## config.mk

```make
export PLATFORM = sky130hd
export DESIGN_NAME = lgac_ram
export DESIGN_NICKNAME = d
export VERILOG_FILES = /design/src/design/lgac_ram.sv
export SDC_FILE = /design/constraint.sdc
export NUM_CORES = 1
export LEC_CHECK = 0
export ABC_AREA = 1
export BUFFER_PORTS_ARGS = -buffer_cell sky130_fd_sc_hd__buf_4
export CORE_UTILIZATION = 51
export DETAILED_ROUTE_END_ITERATION = 12
export GPL_TIMING_DRIVEN = 0
export PLACE_DENSITY = 0.78
export REMOVE_ABC_BUFFERS = 1
export SYNTH_ARGS = -nofsm -noshare
export SYNTH_HDL_FRONTEND = slang
export SYNTH_SLANG_ARGS = --single-unit
```

## constraint.sdc

```tcl
create_clock -name clk -period 1.7 [get_ports clk]
set_input_delay 0.34 -clock clk [delete_from_list [all_inputs] [get_ports clk]]
set_output_delay 0.34 -clock clk [all_outputs]
set_load 0.005 [all_outputs]
```

## src/design/lgac_ram.sv

```systemverilog
// Generic simple dual port RAM with one write port and a registered read port.
module lgac_ram #(
  parameter int WIDTH = 8,
  parameter int DEPTH = 16,
  localparam int AW = (DEPTH > 1) ? $clog2(DEPTH) : 1
) (
  input  logic             clk,
  input  logic             we,
  input  logic [AW-1:0]    waddr,
  input  logic [WIDTH-1:0] wdata,
  input  logic [AW-1:0]    raddr,
  output logic [WIDTH-1:0] rdata
);

  logic [WIDTH-1:0] mem [DEPTH];

  always_ff @(posedge clk) begin
    if (we) mem[waddr] <= wdata;
    rdata <= mem[raddr];
  end

endmodule

```

==> results by stage, run 1 <==
STA:
- The highest achievable clock rate is 669 MHz.
- The final critical-path required period is 1.49 ns.
- The share of the clock period used by the worst path after layout is 87.9%.
- The number of pins exceeding their max-slew limit in the final report is 0.
- Setup repair after global routing left no endpoint under its margin.
- Measured against its own limit, the worst slew margin works out to 44.0%.
- On the final layout, the worst clock skew is 0.0103 ns.
- The number of hold-slack violations in the final timing report is 0.
- The final number of setup-violating endpoints is 0.
- The transition time of the tightest slew-check pin is 0.837 ns.

Hold path:
- The worst hold endpoint is rdata[6].
- The class of the tightest hold or removal check is input pin to flip-flop.
- The startpoint identified for the worst hold timing path is raddr[3].
- Counting instances, the worst hold path has a depth of 3.

Floorplanning:
- The effective utilization at floorplan is 52.7%.
- Pin placement for this block handled 26 I/O pins.
- The floorplan step set the die height to 108 um.
- The number of core rows is 38.
- The horizontal die dimension is 108 um.
- The area of the die is 11,700 um2.
- In this run the standard cell core region covers 10,900 um2.

Outcome:
- The run finished with clean final reports.

Route:
- For this block, the via count after detailed routing is 3,800.
- The residual DRC count is 0.
- The detailed router's first-iteration violation count is 344.
- Using the TritonRoute via totals, the vias-per-cell ratio works out to 5.25.
- Once detail routing completed, the nets flagged for antenna violations numbered 0.
- After detailed routing, the total wire length is 12,300 um.
- The first detailed-routing pass ran for 4 iterations.
- The average detailed-routed wire length per instance is 16.9 um.

Synth:
- Yosys instantiated no cell more often than sky130_fd_sc_hd__nand2_1.
- In the post-synthesis netlist, the biggest area contributors are sky130_fd_sc_hd__edfxtp_1, sky130_fd_sc_hd__nand2_1, sky130_fd_sc_hd__nand3_1, sky130_fd_sc_hd__inv_1, sky130_fd_sc_hd__dfxtp_1.
- The synthesized area is 5770 um2.
- The top flip-flop cell by instance count after synthesis is sky130_fd_sc_hd__edfxtp_1.
- The number of distinct library cells after synthesis is 12.
- Yosys printed 0 warnings.
- The proportion of synthesized flip-flops having asynchronous set or reset is 0%.
- The number of flip-flops and latches in the synthesized netlist is 136.
- The mean area per synthesized cell is 10.5 um2.
- Summing the sequential cell areas from Yosys gives 69.4% of the chip area.
- The area share of the largest cell type after synthesis is 66.7%.
- By count the netlist is led by sky130_fd_sc_hd__nand2_1, sky130_fd_sc_hd__edfxtp_1, sky130_fd_sc_hd__inv_1.
- The synthesized netlist cell count is 551.
- The largest total area in the synthesized netlist belongs to sky130_fd_sc_hd__edfxtp_1.
- Yosys mapped a number of flops with a built-in enable equal to 128.

Clock tree:
- The clock sink total is 136.
- After clock tree synthesis, the clock-pin slew on the worst setup and hold paths is 0.06 ns.
- The clock tree root buffer cell is sky130_fd_sc_hd__clkbuf_16.
- The clock tree synthesis step divided the H-tree into 4 levels.
- The clock tree from TritonCTS is built.
- Counting the buffers created by CTS gives 17.
- The clock reaches the later pin of the worst-skew pair after 0.42 ns.
- The maximum root-to-sink buffer count is 2.
- Post-CTS timing repair inserted 0 buffers for setup.
- After clock tree synthesis, the flow added hold-fix buffers numbering 0.

Power and ir drop:
- Summed over all cells, the static leakage comes to 2.83 nW.
- The overall power after layout is 0.00803 W.
- The worst voltage drop across the vdd grid is 0.000841 V.
- The total power density per cell area is 1220 nW/um2.

Global route:
- Entering global routing, the biggest net connects 66 pins.
- The total congestion overflow after global routing is 0.
- The number of antenna violations at the first check in global routing was 0.
- The via count of the first global-routing pass is 3,743.
- The first global-routing pass estimated 19,600 um of wire.
- Global routing consumed, over all layers together, 23.6% of the routing resources.

Final layout:
- Relative to the synthesized area, the layout overhead comes to 14.4%.
- The share of the core filled with cells is 60.3%.
- The finished layout holds 724 standard cells, fillers aside.
- The filler cells instantiated in the layout total 830.
- For this run, the post-layout net count is 589.
- The repair_antennas step left the layout with diodes totalling 0.
- The share of layout cells above drive strength 1 is 9.93%.

Worst setup path:
- The count of cells along the worst register-to-register path is 6.
- The required time at the endpoint of the critical path is 2.06 ns.
- Across all register-to-register paths, the minimum setup slack is 0.63 ns.
- In this run the critical register-to-register path is launched from mem[4][6].
- The stage delay of the slowest cell on the critical path is 0.40 ns.
- The slowest library cell on the worst path is sky130_fd_sc_hd__buf_6.
- The startpoint kind of the worst setup timing path is an input pin.
- Among cell families on the critical path, the largest total delay comes from buffers and inverters.
- The category of the worst setup path capture point is a flip-flop.
- The data arrival time at the worst-slack endpoint is 1.86 ns.
- Counting stages on the worst path, the most repeated cell is sky130_fd_sc_hd__nand3_1.
- The maximum fanout encountered on the critical timing path is 65.
- In this run the critical register-to-register path is captured at rdata[6].
- The category of the critical setup timing path is input pin to flip-flop.
- Together, buffers and inverters on the worst path number 2.
- Traced cell by cell, the critical path runs through buf_6, inv_4, nand2_1, nand3_1, nand3_1, nand3_1, nand2_1.

Place:
- The count of buffers added on input and output ports is 25.
- Detailed placement finished with a half-perimeter wire length of 7010 um.
- Once placement completed, the tool counted placed cells totaling 692.
- Routability-driven placement finished with a final weighted congestion of 0.813.

Flow run:
- The tool flagged a number of max-cap violations equal to 0.
-- routing by layer --
layer  up-vias  global-route usage (%)  share of wire, %
li1       1814                       -                 -
met1      1762                    29.8                39
met2       198                    37.7                49
met3        26                    5.49               7.8
met4         0                    12.7               3.5
met5         -                       0                 0
-- flip-flops by register name, summed over array words and instances (netlist names) --
signal / cells
rdata: 8
mem: 128
-- layout make-up --
class	instances	area, um2	area share (%)
multi-input combinational	289	1210	18.4
inverter	102	385	5.84
timing repair buffer	25	191	2.90
tap	140	175	2.66
sequential	136	4000	60.7
clock inverter	10	141	2.14
clock buffer	22	484	7.34
-- cell families after synthesis --
logic type	Yosys count	share of synthesized area, %
AND/OR/NAND/NOR	289	21.0
buffers and inverters	126	9.52
flip-flops	136	69.4
-- how the worst max path moves through the flow --
stage	slack [ns]	to	cells after the start	start
finish	0.21	rdata[6]	7	raddr[0]
global route	0.11	rdata[1]	7	raddr[0]
CTS	0.04	rdata[2]	8	raddr[0]
detailed placement	-0.64	rdata[1]	7	raddr[0]
global placement	-0.60	rdata[6]	7	raddr[0]
floorplan	0.38	rdata[2]	6	raddr[0]
-- placed cells by master (no fill, tap or decap), types with 4 or more instances in the layout --
cell type	count
sky130_fd_sc_hd__nand2_1	173
sky130_fd_sc_hd__nand3_1	97
sky130_fd_sc_hd__buf_4	24
sky130_fd_sc_hd__inv_1	100
sky130_fd_sc_hd__edfxtp_1	128
sky130_fd_sc_hd__nor2_1	17
sky130_fd_sc_hd__dfxtp_1	8
sky130_fd_sc_hd__clkinvlp_4	5
sky130_fd_sc_hd__clkbuf_16	17
sky130_fd_sc_hd__clkbuf_8	4
-- power breakdown --
group / switching, W / internal, W / total, W
Clock: 0.00135 / 0.00246 / 0.00381
Combinational: 0.000313 / 0.000139 / 0.000452
Sequential: 0.0000198 / 0.00375 / 0.00377
-- timing repair --
item | 4_1_cts | 5_1_grt
gates cloned | 0 | 0
endpoints found under the setup margin | 8 | 8
gates resized for setup | 1 | 1
-- worst register-to-register path: stages (launching register included) --
cell                       delay [ns]
sky130_fd_sc_hd__edfxtp_1        0.37
sky130_fd_sc_hd__inv_1           0.07
sky130_fd_sc_hd__nand2_1         0.05
sky130_fd_sc_hd__nand3_1         0.10
sky130_fd_sc_hd__nand3_1         0.13
sky130_fd_sc_hd__nand3_1         0.18
sky130_fd_sc_hd__nand2_1         0.07
-- stage by stage --
step | setup TNS [ns] | worst slack (ns) | hold slack, ns | instance area [um2]
detailed placement | -6.83 | -0.639 | 0.636 | 5960
CTS | 0 | 0.0356 | 0.253 | 6590
global route | 0 | 0.114 | 0.260 | 6600
finish | 0 | 0.206 | 0.260 | 6600
floorplan | 0 | 0.380 | 0.439 | 5600
global placement | -4.72 | -0.598 | 0.634 | 5960
Note: power is estimated with default switching activity, not from simulation.
==> run 2: changes to the inputs <==
==> constraint.sdc (replaced) <==
create_clock -name clk -period 1.7 [get_ports clk]
set_input_delay 0.085 -clock clk [delete_from_list [all_inputs] [get_ports clk]]
set_output_delay 0.085 -clock clk [all_outputs]
set_load 0.005 [all_outputs]
==> results by stage, run 2 (synthesis gave the netlist of run 1 again) <==
Floorplanning:
- The height of the die is 108 um (unchanged).
- The area of the core is 10,900 um2 (unchanged).
- The number of top-level pins was 26 (unchanged).
- The horizontal die dimension was 108 um (unchanged).
- The area of the die is 11,700 um2 (unchanged).
- The number of core rows is 38 (unchanged).
- The effective utilization at floorplan is 52.7% (unchanged).

Worst setup path:
- The required time at the endpoint of the critical path is 2.06 ns (about the same).
- STA classifies the critical path endpoint as a flip-flop.
- The cell occurring most often along the worst timing path is sky130_fd_sc_hd__nand3_1.
- The data arrival time at the worst-slack endpoint was 1.80 ns (-0.06 ns).
- The slowest library cell on the worst path is sky130_fd_sc_hd__buf_4.
- The count of cells along the worst register-to-register path is 6 (unchanged).
- The category of the critical setup timing path is input pin to flip-flop.
- The maximum fanout encountered on the critical timing path is 65 (unchanged).
- The startpoint kind of the worst setup timing path is an input pin.
- The stage delay of the slowest cell on the critical path was 0.54 ns (+0.14 ns).
- The signal on the critical path passes through buf_4, inv_4, nand2_1, nand3_1, nand3_1, nand3_1, nand2_1.

Clock tree:
- The clock tree root buffer cell is sky130_fd_sc_hd__clkbuf_16.
- The clock transition at the registers of the reported paths is 0.06 ns (about the same).
- The maximum level of the CTS H-tree was 4 (unchanged).
- The clock buffer count from CTS is 17 (unchanged).
- The clock latency on the worst-skew pair came to 0.42 ns (about the same).
- TritonCTS built the clock tree.
- The clock sink total came to 136 (unchanged).
- The maximum root-to-sink buffer count came to 2 (unchanged).
- The number of setup buffers added after CTS is 0 (unchanged).

STA:
- The highest achievable clock rate is 697 MHz (+4.2%).
- The setup skew after layout is 0.0102 ns (-0.0000702 ns).
- Setup repair after global routing left no endpoint under its margin.
- The relative slew slack came to 45.2% (+1.2 points).
- The final critical-path required period is 1.43 ns (-0.0599 ns).
- The number of pins exceeding their max-slew limit in the final report is 0 (unchanged).
- The final number of setup-violating endpoints is 0 (unchanged).
- The worst hold slack came to 0.00839 ns (-0.251 ns).
- The transition time of the tightest slew-check pin is 0.819 ns (-0.0176 ns).
- The number of hold-slack violations in the final timing report came to 0 (unchanged).
- The share of the clock period used by the worst path after layout is 84.3% (-3.5 points).

Route:
- The total routed wirelength is 12,200 um (-0.30%).
- The average detailed-routed wire length per instance is 16.8 um (-0.58%).
- The residual DRC count is 0 (unchanged).
- The via total after detailed routing is 3,804 (+0.11%).
- The number of optimization iterations in the first detailed-route pass is 5 (+1).
- The detail-routed via count per cell is 5.24 (-0.17%).
- The number of nets with antenna violations after routing is 0 (unchanged).
- The detailed router's first-iteration violation count is 384 (+12%).

Hold path:
- The min-delay analysis places its worst path in the category input pin to flip-flop.
- The number of cells on the worst hold path came to 1 (-2).

Global route:
- The overall routing resource usage is 23.5% (-0.026 points).
- The largest net degree at the start of global routing came to 66 (unchanged).
- The total congestion overflow after global routing is 0 (unchanged).
- The via count of the first global-routing pass was 3,765 (+0.59%).
- The wire length of the first global-routing pass is 19,600 um (-0.10%).
- The number of antenna violations at the first check in global routing is 0 (unchanged).

Final layout:
- The library cells used most frequently in the layout, excluding fill and tap cells, are sky130_fd_sc_hd__nand2_1, sky130_fd_sc_hd__edfxtp_1, sky130_fd_sc_hd__inv_1, sky130_fd_sc_hd__nand3_1, sky130_fd_sc_hd__buf_4.
- The flip-flop count of the largest register after layout was 128 (unchanged).
- The number of antenna repair diodes came to 0 (unchanged).
- The number of non-filler instances in the completed layout is 726 (+0.28%).
- The final-stage net count is 591 (+0.34%).
- From synthesis to final layout, the design area changed by 14.6%.
- The top register by number of flip-flops is mem.
- The largest registers in the layout are mem x128, rdata x8.
- The commonest non-fill, non-tap cell in the layout is sky130_fd_sc_hd__nand2_1.
- The share of layout cells above drive strength 1 is 9.90% (-0.034 points).
- The final-layout fill cell count came to 828 (-0.24%).

Power and ir drop:
- The total power density per cell area came to 1210 nW/um2 (-0.34%).
- The static leakage power came to 2.84 nW (+0.25%).
- The worst voltage drop across the vdd grid is 0.000829 V (-1.5%).

Place:
- The weighted congestion reported at the end of routability-driven placement is 0.813 (unchanged).
- The final HPWL from detailed placement came to 7010 um (unchanged).
- The cell count after placement is 692 (unchanged).
- The number of port buffers is 25 (unchanged).

Outcome:
- The flow ran to the end, and the final reports show no timing, DRC or antenna violations.

Flow run:
- The total of max-cap violations is 0 (unchanged).
run 2: cell types whose count changed in the layout (fill, tap and decap cells not counted):
cell / before / now
sky130_fd_sc_hd__buf_4: 24 / 25
sky130_fd_sc_hd__buf_6: 1 / 0
sky130_fd_sc_hd__dlygate4sd3_1: 0 / 2
run 2: worst paths after layout:
kind	endpoint	from	slack, ns
hold reg to reg	rdata[6]	mem[10][6]	0.64
setup / recovery	rdata[6]	raddr[0]	0.27
setup reg to reg	rdata[6]	mem[4][6]	0.63
hold / removal	mem[8][7]	wdata[7]	0.008
run 2: metrics by stage:
stage                     total power (W)  worst slack (ns)  TNS, ns  util, %  area, um2
after floorplan                   0.00404             0.635        0        -       5600
after global placement            0.00426            -0.343    -2.53     54.5       5960
after detailed placement          0.00428            -0.384    -2.75     54.5       5960
after CTS                         0.00805            0.0523        0     60.4       6610
after global routing              0.00824             0.134        0     60.5       6610
final                             0.00802             0.266        0     60.5       6610
run 2: metal layers:
layer | global-route usage (%) | up-vias | part of all wire, %
met3 | 5.49 | 36 | 7.2
met5 | 0 | - | 0
met1 | 29.7 | 1758 | 40
met4 | 12.7 | 0 | 3.7
li1 | - | 1817 | -
met2 | 37.8 | 193 | 49
run 2: critical path: cells and delay by family:
| kind | cells | cell delay (ns) |
|---|---|---|
| buffers and inverters | 2 | 0.97 |
| and+or+nand+nor | 5 | 0.66 |
run 2: timing repair:
item                                    4_1_cts  5_1_grt
endpoints found under the setup margin        0        8
hold endpoints to repair                      4        0
hold buffers                                  2        0
resized for setup                             0        2
run 2: power by group:
group / internal (W) / total, W / switching [W]
clock network: 0.00246 / 0.00380 / 0.00134
logic: 0.000141 / 0.000455 / 0.000314
registers: 0.00375 / 0.00377 / 0.0000197
total: 0.00635 / 0.00802 / 0.00167
run 2: area by class of cell:
class	instances	area, um2	area share (%)
inverters	102	385	5.83
repair buffers	27	208	3.14
multi-input cells	289	1210	18.4
flip-flops and latches	136	4000	60.6
clock inverters	10	141	2.14
well taps	140	175	2.65
clock buffers	22	484	7.32
